===== src/sv/fdes_pkg.sv =====
// types, constants and checksum helper shared by the directory entry scanner
package fdes_pkg;

  typedef enum logic [2:0] {
    KIND_END     = 3'd0,
    KIND_DELETED = 3'd1,
    KIND_PIECE   = 3'd2,
    KIND_VOLUME  = 3'd3,
    KIND_SHORT   = 3'd4
  } entry_kind_e;

  localparam logic [7:0] MARK_END       = 8'h00;
  localparam logic [7:0] MARK_DELETED   = 8'hE5;
  localparam logic [7:0] ATTR_LONG      = 8'h0F;
  localparam int unsigned ATTR_VOLUME_BIT = 3;
  localparam int unsigned ATTR_DIR_BIT    = 4;
  localparam int unsigned ORDER_LAST_BIT  = 6;
  localparam logic [5:0] COUNT_MAX      = 6'd63;

  // classified entry after the front stage register, name checksum half done
  typedef struct packed {
    logic        start;
    entry_kind_e kind;
    logic [5:0]  order;
    logic        last_piece;
    logic [7:0]  lfn_checksum;
    logic [7:0]  part_sum;
    logic [39:0] tail_bytes;
    logic        is_dir;
    logic [31:0] first_cluster;
    logic [31:0] file_size;
  } stage_t;

  // queue entry between front and back
  typedef struct packed {
    logic        start;
    entry_kind_e kind;
    logic [5:0]  order;
    logic        last_piece;
    logic [7:0]  lfn_checksum;
    logic [7:0]  name_sum;
    logic        is_dir;
    logic [31:0] first_cluster;
    logic [31:0] file_size;
  } item_t;

  // queue status seen by front and back
  typedef struct packed {
    logic full;
    logic empty;
  } queue_stat_t;

  // one rotate-right-and-add step of the short name checksum
  function automatic logic [7:0] cks_step(input logic [7:0] sum, input logic [7:0] b);
    cks_step = {sum[0], sum[7:1]} + b;
  endfunction

endpackage


===== src/sv/fdes_if.sv =====
// handshake interfaces for directory entry beats and result beats
interface fdes_in_if;
  logic        valid;
  logic        ready;
  logic        start_of_directory;
  logic [63:0] entry_word0;
  logic [63:0] entry_word1;
  logic [63:0] entry_word2;
  logic [63:0] entry_word3;

  modport source (output valid, output start_of_directory, output entry_word0,
                  output entry_word1, output entry_word2, output entry_word3,
                  input ready);
  modport sink (input valid, input start_of_directory, input entry_word0,
                input entry_word1, input entry_word2, input entry_word3,
                output ready);
endinterface

interface fdes_out_if;
  logic        valid;
  logic        ready;
  logic [2:0]  entry_kind;
  logic [5:0]  piece_sequence;
  logic        long_name_linked;
  logic [5:0]  piece_count;
  logic [7:0]  short_checksum;
  logic        is_directory;
  logic [31:0] first_cluster;
  logic [31:0] file_size;

  modport source (output valid, output entry_kind, output piece_sequence,
                  output long_name_linked, output piece_count, output short_checksum,
                  output is_directory, output first_cluster, output file_size,
                  input ready);
  modport sink (input valid, input entry_kind, input piece_sequence,
                input long_name_linked, input piece_count, input short_checksum,
                input is_directory, input first_cluster, input file_size,
                output ready);
endinterface


===== src/sv/fdes_front.sv =====
// front end: accepts entry beats, classifies them and computes the name checksum
module fdes_front (
  input  logic                      clk_i,
  input  logic                      rst_ni,
  fdes_in_if.sink                   entry_i,
  input  fdes_pkg::queue_stat_t     q_stat_i,
  output logic                      push_o,
  output fdes_pkg::item_t           push_item_o
);

  logic             stage_v_q, stage_v_d;
  fdes_pkg::stage_t stage_q, stage_d;
  logic             accept;
  logic [7:0]       b0, attr;
  logic [7:0]       sum_a;
  logic [7:0]       sum_b;

  assign push_o        = stage_v_q && !q_stat_i.full;
  assign entry_i.ready = !stage_v_q || !q_stat_i.full;
  assign accept        = entry_i.valid && entry_i.ready;

  assign b0   = entry_i.entry_word0[7:0];
  assign attr = entry_i.entry_word1[31:24];

  // first six name bytes of the checksum
  always_comb begin
    sum_a = 8'd0;
    for (int k = 0; k < 6; k++) begin
      sum_a = fdes_pkg::cks_step(sum_a, entry_i.entry_word0[8*k +: 8]);
    end
  end

  // classification and field extraction
  always_comb begin
    stage_d.start = entry_i.start_of_directory;
    if (b0 == fdes_pkg::MARK_END) begin
      stage_d.kind = fdes_pkg::KIND_END;
    end else if (b0 == fdes_pkg::MARK_DELETED) begin
      stage_d.kind = fdes_pkg::KIND_DELETED;
    end else if (attr == fdes_pkg::ATTR_LONG) begin
      stage_d.kind = fdes_pkg::KIND_PIECE;
    end else if (attr[fdes_pkg::ATTR_VOLUME_BIT]) begin
      stage_d.kind = fdes_pkg::KIND_VOLUME;
    end else begin
      stage_d.kind = fdes_pkg::KIND_SHORT;
    end
    stage_d.order         = b0[5:0];
    stage_d.last_piece    = b0[fdes_pkg::ORDER_LAST_BIT];
    stage_d.lfn_checksum  = entry_i.entry_word1[47:40];
    stage_d.part_sum      = sum_a;
    stage_d.tail_bytes    = {entry_i.entry_word1[23:0], entry_i.entry_word0[63:48]};
    stage_d.is_dir        = attr[fdes_pkg::ATTR_DIR_BIT];
    stage_d.first_cluster = {entry_i.entry_word2[47:32], entry_i.entry_word3[31:16]};
    stage_d.file_size     = entry_i.entry_word3[63:32];
  end

  assign stage_v_d = accept || (stage_v_q && !push_o);

  // stage valid flag
  always_ff @(posedge clk_i or negedge rst_ni) begin
    if (!rst_ni) begin
      stage_v_q <= 1'b0;
    end else begin
      stage_v_q <= stage_v_d;
    end
  end

  // stage payload
  always_ff @(posedge clk_i) begin
    if (accept) begin
      stage_q <= stage_d;
    end
  end

  // last five name bytes of the checksum
  always_comb begin
    sum_b = stage_q.part_sum;
    for (int k = 0; k < 5; k++) begin
      sum_b = fdes_pkg::cks_step(sum_b, stage_q.tail_bytes[8*k +: 8]);
    end
  end

  always_comb begin
    push_item_o.start         = stage_q.start;
    push_item_o.kind          = stage_q.kind;
    push_item_o.order         = stage_q.order;
    push_item_o.last_piece    = stage_q.last_piece;
    push_item_o.lfn_checksum  = stage_q.lfn_checksum;
    push_item_o.name_sum      = sum_b;
    push_item_o.is_dir        = stage_q.is_dir;
    push_item_o.first_cluster = stage_q.first_cluster;
    push_item_o.file_size     = stage_q.file_size;
  end

endmodule


===== src/sv/fdes_queue.sv =====
// short queue of classified entries between front and back
module fdes_queue #(
  parameter int unsigned Depth = 2
) (
  input  logic                  clk_i,
  input  logic                  rst_ni,
  input  logic                  push_i,
  input  fdes_pkg::item_t       push_item_i,
  input  logic                  pop_i,
  output fdes_pkg::item_t       head_o,
  output fdes_pkg::queue_stat_t stat_o
);

  localparam int unsigned PtrW = (Depth > 1) ? $clog2(Depth) : 1;
  localparam int unsigned CntW = $clog2(Depth + 1);
  localparam logic [PtrW-1:0] LastPtr = PtrW'(Depth - 1);
  localparam logic [CntW-1:0] FullCnt = CntW'(Depth);

  fdes_pkg::item_t mem_q [Depth];
  logic [PtrW-1:0] wr_ptr_q, wr_ptr_d;
  logic [PtrW-1:0] rd_ptr_q, rd_ptr_d;
  logic [CntW-1:0] cnt_q, cnt_d;

  assign stat_o.full  = (cnt_q == FullCnt);
  assign stat_o.empty = (cnt_q == '0);
  assign head_o       = mem_q[rd_ptr_q];

  // pointer and fill count update
  always_comb begin
    wr_ptr_d = wr_ptr_q;
    rd_ptr_d = rd_ptr_q;
    cnt_d    = cnt_q;
    if (push_i) begin
      wr_ptr_d = (wr_ptr_q == LastPtr) ? '0 : wr_ptr_q + 1'b1;
    end
    if (pop_i) begin
      rd_ptr_d = (rd_ptr_q == LastPtr) ? '0 : rd_ptr_q + 1'b1;
    end
    if (push_i && !pop_i) begin
      cnt_d = cnt_q + 1'b1;
    end else if (pop_i && !push_i) begin
      cnt_d = cnt_q - 1'b1;
    end
  end

  always_ff @(posedge clk_i or negedge rst_ni) begin
    if (!rst_ni) begin
      wr_ptr_q <= '0;
      rd_ptr_q <= '0;
      cnt_q    <= '0;
    end else begin
      wr_ptr_q <= wr_ptr_d;
      rd_ptr_q <= rd_ptr_d;
      cnt_q    <= cnt_d;
    end
  end

  // entry storage
  always_ff @(posedge clk_i) begin
    if (push_i) begin
      mem_q[wr_ptr_q] <= push_item_i;
    end
  end

endmodule


===== src/sv/fdes_back.sv =====
// back end: applies long-name state per entry and registers the result beat
module fdes_back (
  input  logic                  clk_i,
  input  logic                  rst_ni,
  input  fdes_pkg::item_t       head_i,
  input  fdes_pkg::queue_stat_t q_stat_i,
  output logic                  pop_o,
  fdes_out_if.source            result_o
);

  typedef struct packed {
    fdes_pkg::entry_kind_e kind;
    logic [5:0]            piece_sequence;
    logic                  long_name_linked;
    logic [5:0]            piece_count;
    logic [7:0]            short_checksum;
    logic                  is_directory;
    logic [31:0]           first_cluster;
    logic [31:0]           file_size;
  } result_t;

  logic       out_v_q, out_v_d;
  result_t    res_q, res_d;
  logic [7:0] latched_q, latched_d;
  logic [5:0] pending_q, pending_d;
  logic       ended_q, ended_d;
  logic [7:0] latched_eff;
  logic [5:0] pending_eff;
  logic [5:0] count_base;
  logic       ended_eff;

  assign pop_o = !q_stat_i.empty && (!out_v_q || result_o.ready);

  // start of directory clears running state before the entry is applied
  assign latched_eff = head_i.start ? 8'd0 : latched_q;
  assign pending_eff = head_i.start ? 6'd0 : pending_q;
  assign ended_eff   = head_i.start ? 1'b0 : ended_q;
  assign count_base  = head_i.last_piece ? 6'd0 : pending_eff;

  // result and next state for the head entry
  always_comb begin
    res_d     = '0;
    res_d.kind = fdes_pkg::KIND_END;
    latched_d = latched_eff;
    pending_d = pending_eff;
    ended_d   = ended_eff;
    if (!ended_eff) begin
      res_d.kind = head_i.kind;
      case (head_i.kind)
        fdes_pkg::KIND_END: begin
          ended_d = 1'b1;
        end
        fdes_pkg::KIND_DELETED, fdes_pkg::KIND_VOLUME: begin
          pending_d = 6'd0;
        end
        fdes_pkg::KIND_PIECE: begin
          res_d.piece_sequence = head_i.order;
          if (head_i.last_piece) begin
            latched_d = head_i.lfn_checksum;
          end
          pending_d = (count_base == fdes_pkg::COUNT_MAX) ? count_base
                                                           : count_base + 6'd1;
        end
        fdes_pkg::KIND_SHORT: begin
          res_d.long_name_linked = (pending_eff != 6'd0) &&
                                   (latched_eff == head_i.name_sum);
          res_d.piece_count      = pending_eff;
          res_d.short_checksum   = head_i.name_sum;
          res_d.is_directory     = head_i.is_dir;
          res_d.first_cluster    = head_i.first_cluster;
          res_d.file_size        = head_i.file_size;
          pending_d              = 6'd0;
        end
        default: begin
          res_d.kind = fdes_pkg::KIND_END;
        end
      endcase
    end
  end

  assign out_v_d = pop_o || (out_v_q && !result_o.ready);

  // running state and output valid
  always_ff @(posedge clk_i or negedge rst_ni) begin
    if (!rst_ni) begin
      out_v_q   <= 1'b0;
      latched_q <= 8'd0;
      pending_q <= 6'd0;
      ended_q   <= 1'b0;
    end else begin
      out_v_q <= out_v_d;
      if (pop_o) begin
        latched_q <= latched_d;
        pending_q <= pending_d;
        ended_q   <= ended_d;
      end
    end
  end

  // output payload register
  always_ff @(posedge clk_i) begin
    if (pop_o) begin
      res_q <= res_d;
    end
  end

  assign result_o.valid            = out_v_q;
  assign result_o.entry_kind       = res_q.kind;
  assign result_o.piece_sequence   = res_q.piece_sequence;
  assign result_o.long_name_linked = res_q.long_name_linked;
  assign result_o.piece_count      = res_q.piece_count;
  assign result_o.short_checksum   = res_q.short_checksum;
  assign result_o.is_directory     = res_q.is_directory;
  assign result_o.first_cluster    = res_q.first_cluster;
  assign result_o.file_size        = res_q.file_size;

endmodule


===== src/sv/fat_directory_entry_scanner_core.sv =====
// top level of the directory entry scanner: front, queue and back joined
// an accepted entry beat passes the front stage register, a queue slot and the output register
// throughput: one entry per cycle while the result side accepts beats, set by the running-state update in the back end
// the queue absorbs up to QueueDepth entries while the result side stalls
// reset clears valid flags, queue pointers, latched checksum, piece count and end flag
module fat_directory_entry_scanner_core #(
  parameter int unsigned QueueDepth = 2
) (
  input  logic       clk_i,
  input  logic       rst_ni,
  fdes_in_if.sink    entry_i,
  fdes_out_if.source result_o
);

  fdes_pkg::queue_stat_t q_stat;
  fdes_pkg::item_t       push_item;
  fdes_pkg::item_t       head;
  logic                  push;
  logic                  pop;

  fdes_front u_front (
    .clk_i       (clk_i),
    .rst_ni      (rst_ni),
    .entry_i     (entry_i),
    .q_stat_i    (q_stat),
    .push_o      (push),
    .push_item_o (push_item)
  );

  fdes_queue #(
    .Depth (QueueDepth)
  ) u_queue (
    .clk_i       (clk_i),
    .rst_ni      (rst_ni),
    .push_i      (push),
    .push_item_i (push_item),
    .pop_i       (pop),
    .head_o      (head),
    .stat_o      (q_stat)
  );

  fdes_back u_back (
    .clk_i    (clk_i),
    .rst_ni   (rst_ni),
    .head_i   (head),
    .q_stat_i (q_stat),
    .pop_o    (pop),
    .result_o (result_o)
  );

  // queue can never be full and empty at once
  assert property (@(posedge clk_i) disable iff (!rst_ni)
    !(q_stat.full && q_stat.empty))
    else $error("queue reports full and empty together");

  // short-entry fields of non-short results stay zero
  assert property (@(posedge clk_i) disable iff (!rst_ni)
    (result_o.valid && result_o.entry_kind != fdes_pkg::KIND_SHORT) |->
      (result_o.first_cluster == 32'd0 && result_o.file_size == 32'd0 &&
       result_o.short_checksum == 8'd0 && result_o.piece_count == 6'd0 &&
       !result_o.long_name_linked && !result_o.is_directory))
    else $error("short entry fields set on a non-short result");

  // a linked long name needs pending pieces
  assert property (@(posedge clk_i) disable iff (!rst_ni)
    (result_o.valid && result_o.long_name_linked) |-> (result_o.piece_count != 6'd0))
    else $error("long name linked without pending pieces");

  // a popped entry always lands in the output register
  assert property (@(posedge clk_i) disable iff (!rst_ni)
    pop |=> result_o.valid)
    else $error("popped entry lost before the output register");

endmodule


===== src/flat_wrapper.sv =====
// flat-port wrapper written by rule: the top's interface ports become plain ports
module fat_directory_entry_scanner_core_flat 
#(
  parameter int unsigned QueueDepth = 2
)
  (clk_i, rst_ni, entry_i_valid, entry_i_start_of_directory, entry_i_entry_word0, entry_i_entry_word1, entry_i_entry_word2, entry_i_entry_word3, entry_i_ready, result_o_valid, result_o_entry_kind, result_o_piece_sequence, result_o_long_name_linked, result_o_piece_count, result_o_short_checksum, result_o_is_directory, result_o_first_cluster, result_o_file_size, result_o_ready);
  fdes_in_if entry_i_i ();
  fdes_out_if result_o_i ();
  input  logic clk_i;
  input  logic rst_ni;
  input wire logic [$bits(entry_i_i.valid)-1:0] entry_i_valid;
  input wire logic [$bits(entry_i_i.start_of_directory)-1:0] entry_i_start_of_directory;
  input wire logic [$bits(entry_i_i.entry_word0)-1:0] entry_i_entry_word0;
  input wire logic [$bits(entry_i_i.entry_word1)-1:0] entry_i_entry_word1;
  input wire logic [$bits(entry_i_i.entry_word2)-1:0] entry_i_entry_word2;
  input wire logic [$bits(entry_i_i.entry_word3)-1:0] entry_i_entry_word3;
  output wire logic [$bits(entry_i_i.ready)-1:0] entry_i_ready;
  output wire logic [$bits(result_o_i.valid)-1:0] result_o_valid;
  output wire logic [$bits(result_o_i.entry_kind)-1:0] result_o_entry_kind;
  output wire logic [$bits(result_o_i.piece_sequence)-1:0] result_o_piece_sequence;
  output wire logic [$bits(result_o_i.long_name_linked)-1:0] result_o_long_name_linked;
  output wire logic [$bits(result_o_i.piece_count)-1:0] result_o_piece_count;
  output wire logic [$bits(result_o_i.short_checksum)-1:0] result_o_short_checksum;
  output wire logic [$bits(result_o_i.is_directory)-1:0] result_o_is_directory;
  output wire logic [$bits(result_o_i.first_cluster)-1:0] result_o_first_cluster;
  output wire logic [$bits(result_o_i.file_size)-1:0] result_o_file_size;
  input wire logic [$bits(result_o_i.ready)-1:0] result_o_ready;
  assign entry_i_i.valid = entry_i_valid;
  assign entry_i_i.start_of_directory = entry_i_start_of_directory;
  assign entry_i_i.entry_word0 = entry_i_entry_word0;
  assign entry_i_i.entry_word1 = entry_i_entry_word1;
  assign entry_i_i.entry_word2 = entry_i_entry_word2;
  assign entry_i_i.entry_word3 = entry_i_entry_word3;
  assign entry_i_ready = entry_i_i.ready;
  assign result_o_valid = result_o_i.valid;
  assign result_o_entry_kind = result_o_i.entry_kind;
  assign result_o_piece_sequence = result_o_i.piece_sequence;
  assign result_o_long_name_linked = result_o_i.long_name_linked;
  assign result_o_piece_count = result_o_i.piece_count;
  assign result_o_short_checksum = result_o_i.short_checksum;
  assign result_o_is_directory = result_o_i.is_directory;
  assign result_o_first_cluster = result_o_i.first_cluster;
  assign result_o_file_size = result_o_i.file_size;
  assign result_o_i.ready = result_o_ready;
  fat_directory_entry_scanner_core #(.QueueDepth(QueueDepth)) u_core (.clk_i(clk_i), .rst_ni(rst_ni), .entry_i(entry_i_i), .result_o(result_o_i));
endmodule

===== config.mk =====
export PLATFORM = sky130hd
export DESIGN_NAME = fat_directory_entry_scanner_core_flat
export DESIGN_NICKNAME = d
export VERILOG_FILES = /design/src/sv/fdes_pkg.sv /design/src/sv/fdes_if.sv /design/src/sv/fdes_front.sv /design/src/sv/fdes_queue.sv /design/src/sv/fdes_back.sv /design/src/sv/fat_directory_entry_scanner_core.sv /design/src/flat_wrapper.sv
export SDC_FILE = /design/constraint.sdc
export NUM_CORES = 1
export LEC_CHECK = 0
export BUFFER_PORTS_ARGS = -buffer_cell sky130_fd_sc_hd__buf_2
export CAP_MARGIN = 20
export CORE_ASPECT_RATIO = 0.5
export CORE_MARGIN = 5
export CORE_UTILIZATION = 55
export CTS_BUF_LIST = sky130_fd_sc_hd__clkbuf_4 sky130_fd_sc_hd__clkbuf_8
export DETAILED_ROUTE_END_ITERATION = 6
export MAX_ROUTING_LAYER = met4
export PLACE_DENSITY = 0.82
export SKIP_LAST_GASP = 1
export SYNTH_ARGS = -nofsm -noshare
export SYNTH_HDL_FRONTEND = slang
export SYNTH_SLANG_ARGS = --single-unit

===== constraint.sdc =====
create_clock -name clk_i -period 6.1 [get_ports clk_i]
set_input_delay 0.915 -clock clk_i [delete_from_list [all_inputs] [get_ports clk_i]]
set_output_delay 0.915 -clock clk_i [all_outputs]
set_load 0.1 [all_outputs]

# Yosys cells after proc, flatten, opt, wreduce, memory -nomap -nowiden
# Memories as Yosys holds them, arrays and structs flattened.
# Cells that the tools add are included.
dict set report classes {
  add_sub_neg 15
  eq_ne 9
  mux 21
  n_bitwise 3
  reduce_logical 31
}
# cell n
set ops {}
lappend ops {{$add 8x8->8} 10}
lappend ops {{$mux 8} 4}
lappend ops {{$mux 6} 4}
lappend ops {{$pmux 6 s2} 1}
lappend ops {{$eq 8x4->1 const B} 1}
lappend ops {{$eq 8x8->1} 1}
lappend ops {{$eq 8x8->1 const B} 1}
lappend ops {{$logic_and 1x1->1} 8}
lappend ops {{$logic_not 8->1} 1}
lappend ops {{$mux 1} 8}
lappend ops {{$reduce_or 2->1} 4}
lappend ops {{$logic_not 1->1} 7}
lappend ops {{$add 6x1->6 const B} 1}
lappend ops {{$eq 3x2->1 const B} 2}
lappend ops {{$eq 6x6->1 const B} 1}
lappend ops {{$mux 2} 3}
lappend ops {{$reduce_bool 6->1} 1}
lappend ops {{$reduce_or 3->1} 2}
lappend ops {{$reduce_or 5->1} 1}
lappend ops {{$logic_or 1x1->1} 4}
lappend ops {{$eq 3x1->1 const B} 1}
lappend ops {{$eq 3x3->1 const B} 1}
lappend ops {{$logic_not 3->1} 1}
lappend ops {{$mux 3} 1}
lappend ops {{other kinds (7)} 10}
dict set report totals {
  register_bits 242
  ramBits 184
  input_bits 261
  wordCells 108
  n_memories 1
}
# name words width read_ports rd_ports_with_merged_regs wr line
set mem_list {}
lappend mem_list {u_core.u_queue.mem_q 2 92 1 0 1 fdes_queue.sv:19} ;# fdes_pkg::item_t mem_q [Depth];

# Depth between registers and ports, before layout
dict set report logic_depth {
  ltp_word 7
  depth_mapped 27
  ltp_nobuf 27
}

# By module
# From an unflattened synthesis, not the netlist that was laid out.
dict set report unflattened {
  hier_cells 1208
  area_unflattened_um2 19127.1
}
# module n_inst cells_each area_each_um2
set by_module_without_submodules {}
lappend by_module_without_submodules {fdes_front 1 615 7746.2}
lappend by_module_without_submodules {fdes_queue 1 302 7106.8}
lappend by_module_without_submodules {fdes_back 1 291 4274.1}

# Worst setup path after synthesis
# OpenSTA, ideal clock, no wires.
dict set report synth_timing {
  path_type {in2reg}
  start {input entry_i_entry_word0[1]}
  end {register u_core.u_front.stage_q[112] in the netlist's numbering (data pin)}
  t_arrival_ns 5.206
  setup_slack_ns 0.628
  stages 23
  path_buffers 0
  cell_sequence {ha_1 -> inv_1 -> fa_1 -> inv_1 -> ha_1 -> fa_1 -> a21o_1 -> a21o_1 -> a21o_1 -> a21oi_1 -> xnor2_1 -> ha_1 -> nand2b_1 -> or3_1 -> o2111ai_1 -> ha_1 -> or3_1 -> o21ai_0 -> a31oi_1 -> xnor2_1 -> ha_1 -> o41ai_1 -> xnor2_1}
}
# element line
set synth_lines {}
lappend synth_lines {{start, declared} flat_wrapper.sv:13} ;# input wire logic [$bits(entry_i_i.entry_word0)-1:0] entry_i_entry_word0;
lappend synth_lines {{end signal, assigned} fdes_front.sv:71} ;# stage_q <= stage_d;
lappend synth_lines {{end, declared} fdes_front.sv:12} ;# fdes_pkg::stage_t stage_q, stage_d;

==> impl_metrics.py <==
metrics = {
    "die": {
        "dieArea_sq_um": 36390,
        "die_y_microns": 137.4,
        "die_w_microns": 264.8,
        "fp.coreArea_sq_um": 31830,
        "fp-row-count": 46,
        "ios": 352,
        "start_util_pct": 56.11,
    },
    "clocking": {
        "cts_tree": "yes",
        "cts_buffers": 56,
        "clk_latency_ns": 0.61,
        "cts_buffer_depth": 3,
        "ctsHoldBuffers": 0,
        "htreeDepth": 2,
        "clk_pin_slew_ns": 0.07,
        "numClockSinks": 426,
        "cts_root_buf": "clkbuf_8",
    },
    "synthesis": {
        "synth_warnings": 0,
        "ys_types": 60,
        "async_flop_share_pct": 4.930,
        "synth_area_sq_um": 17860,
        "ys_seq_area_share_pct": 71.04,
        "synth.net_count": 1470,
        "synth-edff-count": 405,
        "syn-instance-count": 1122,
        "synth.avg_cell_area_sq_um": 15.92,
        "synth_ff_type": "edfxtp_1",
        "ys_seq_elements": 426,
    },
    "routing": {
        "antenna_left": 0,
        "wl_per_cell_microns": 18.32,
        "drt_iter0_drc": 799,
        "wl_microns": 35040,
        "vias_per_cell": 5.344,
        "drc": 0,
        "route.vias.total": 10218,
        "drt_first_pass_iters": 6,
    },
    "cells_and_area": {
        "areaGrowthSynthToFinish_pct": 16.54,
        "drive_gt1_share_pct": 26.63,
        "fin_nets": 1778,
    },
    "timing": {
        "tns_ns": 0,
        "finalCritPeriodShare_pct": 93.11,
        "hold_viol": 0,
        "max_freq_ghz": 0.1761,
        "rsz0062_at_grt": "no",
        "worstMarginPinSlew_ns": 0.9105,
        "timing.final.max_slew_violations": 0,
        "final.setup_skew_ns": 0.01453,
        "maxSlewHeadroom_pct": 39.30,
        "setup_violations": 0,
        "min_period_ns": 5.679,
    },
    "worst_setup_path": {
        "path_max_fanout": 4,
        "start_kind": "flip-flop",
        "rr_worst_depth": 26,
        "r2r-start": "u_core.u_front.stage_q[106]$_DFFE_PP_",
        "crit_path_top_delay_cell": "or4_1",
        "worstPathArrival_ns": 6.02,
        "cp.required_ns": 6.44,
        "crit_path_end_kind": "flip-flop",
        "startpoint": "u_core.u_front.stage_q[106]$_DFFE_PP_",
        "critPathBufInv": 1,
        "cp_slowest_stage_delay_ns": 0.53,
        "path_delay_family": "adder cells",
        "worst-r2r-setup-slack_ns": 0.42,
        "crit_type": "flip-flop to flip-flop",
        "r2r_end": "u_core.u_queue.mem_q[0][72]$_DFFE_PP_",
    },
    "place": {
        "numPortBuffers": 263,
        "hpwl_microns": 24170,
        "gp_congestion": 0.8642,
    },
    "global_routing": {
        "grt_pass1_vias": 10820,
        "grt_pass1_wl_microns": 54700,
        "grt_util_all_layers_pct": 19.39,
        "gr-total-overflow": 0,
        "grt_max_degree": 71,
        "antenna_found_initial": 4,
    },
    "min_path": {
        "hp-class": "primary input to async pin",
    },
    "flow_run": {
        "drv_cap": 0,
    },
    "status": {
        "status": "completed",
    },
}
-- stage by stage --
stage               utilization [%]  hold slack [ns]  area (sq um)  setup WS [ns]  instances
global placement              61.69           0.4227         19630         0.1090       1803
floorplan                         -           0.4215         17860         0.6277       1122
global route                  65.39           0.2526         20810       0.006613       1912
detailed placement            61.69           0.4290         19630       -0.09889       1803
CTS                           65.25           0.2416         20770         0.3103       1907
finish                        65.39           0.2768         20810         0.4205       1912
-- cells by family after synthesis --
logic type               count (synthesis)  synth area share, %
adder cells (fa/ha/maj)                 87                6.516
AND/OR/NAND/NOR                        238                6.572
AO/OA/AOI/OAI                          135                4.876
flip-flops                             426                71.04
XOR/XNOR                                75                3.678
buffers and inverters                   64                1.808
multiplexers                            97                5.507
-- layer usage --
metal	global-route usage (%)	routed length [microns]
met4	6.029	883
met3	4.158	1812
met1	22.37	13480
met5	-	0
met2	34.72	18860
-- layout make-up --
cell class	count	area (sq um)
diodes	4	10.01
clock buffers	84	1018
clock inverters	20	116.4
fillers	2211	11020
inverters	42	160.2
multi-input cells	632	4880
flip-flops and latches	426	12690
well taps	432	540.5
repair buffers	272	1396
-- worst max path at each step --
stage               slack [ns]                               endpoint  cells after the start
CTS                       0.31  u_core.u_queue.mem_q[0][72]$_DFFE_PP_                     24
global route             0.007  u_core.u_queue.mem_q[1][72]$_DFFE_PP_                     26
floorplan                 0.63  u_core.u_front.stage_q[112]$_DFFE_PP_                     23
finish                    0.42  u_core.u_queue.mem_q[0][72]$_DFFE_PP_                     26
global placement          0.11  u_core.u_front.stage_q[112]$_DFFE_PP_                     24
detailed placement        -0.1  u_core.u_front.stage_q[112]$_DFFE_PP_                     24
-- timing repair --
action,in CTS,in global routing
setup buffers,0,0
gates resized for setup,0,3
setup endpoints to repair,0,2
-- sequential cells by signal, summed over array words and instances, names as in the netlist, 8 cells and up --
name and cells:
u_core.u_back.result_o.short_checksum 8, u_core.u_front.push_item_o 84, u_core.u_front.stage_q 48, u_core.u_back.result_o.file_size 32, u_core.u_back.result_o.first_cluster 32, u_core.u_back.latched_q 8, u_core.u_queue.mem_q 184
-- cells in the mapped netlist (8+ instances only) --
cell      count  area share, %
edfxtp_1    405             68
nor2_1      120            2.5
mux2i_1      92            5.2
ha_1         77            5.4
xnor2_1      49            2.4
inv_1        42           0.88
a21oi_1      33           0.92
nand2_1      28           0.59
xor2_1       26            1.3
o21ai_0      22           0.62
dfrtp_1      21            2.9
a21o_1       20           0.84
nor3_1       16           0.45
nand3_1      11           0.31
fa_1         10            1.1
nand2b_1     10           0.35
buf_2         9           0.25
nor2b_1       9           0.32
o211ai_1      9           0.38
o21ai_1       9           0.25
buf_6         8           0.50
-- layout by cell type, fill, tap and decap left out, drive strengths merged, types with 7 or more instances in the layout --
cell,instances
xor2,26
nand2,29
ha,77
a21oi,33
nand3,11
nand2b,11
a21o,20
nor2b,9
clkbuf,84
xnor2,49
nor2,122
buf,272
o211ai,9
clkinv,16
mux2i,93
o21ai,32
nor4,7
edfxtp,405
nor3,16
fa,10
dfrtp,21
inv,44
Power is left out: the tool's default activity adds up to more than one toggle a clock period on the data nets, which glitch-free logic cannot reach.
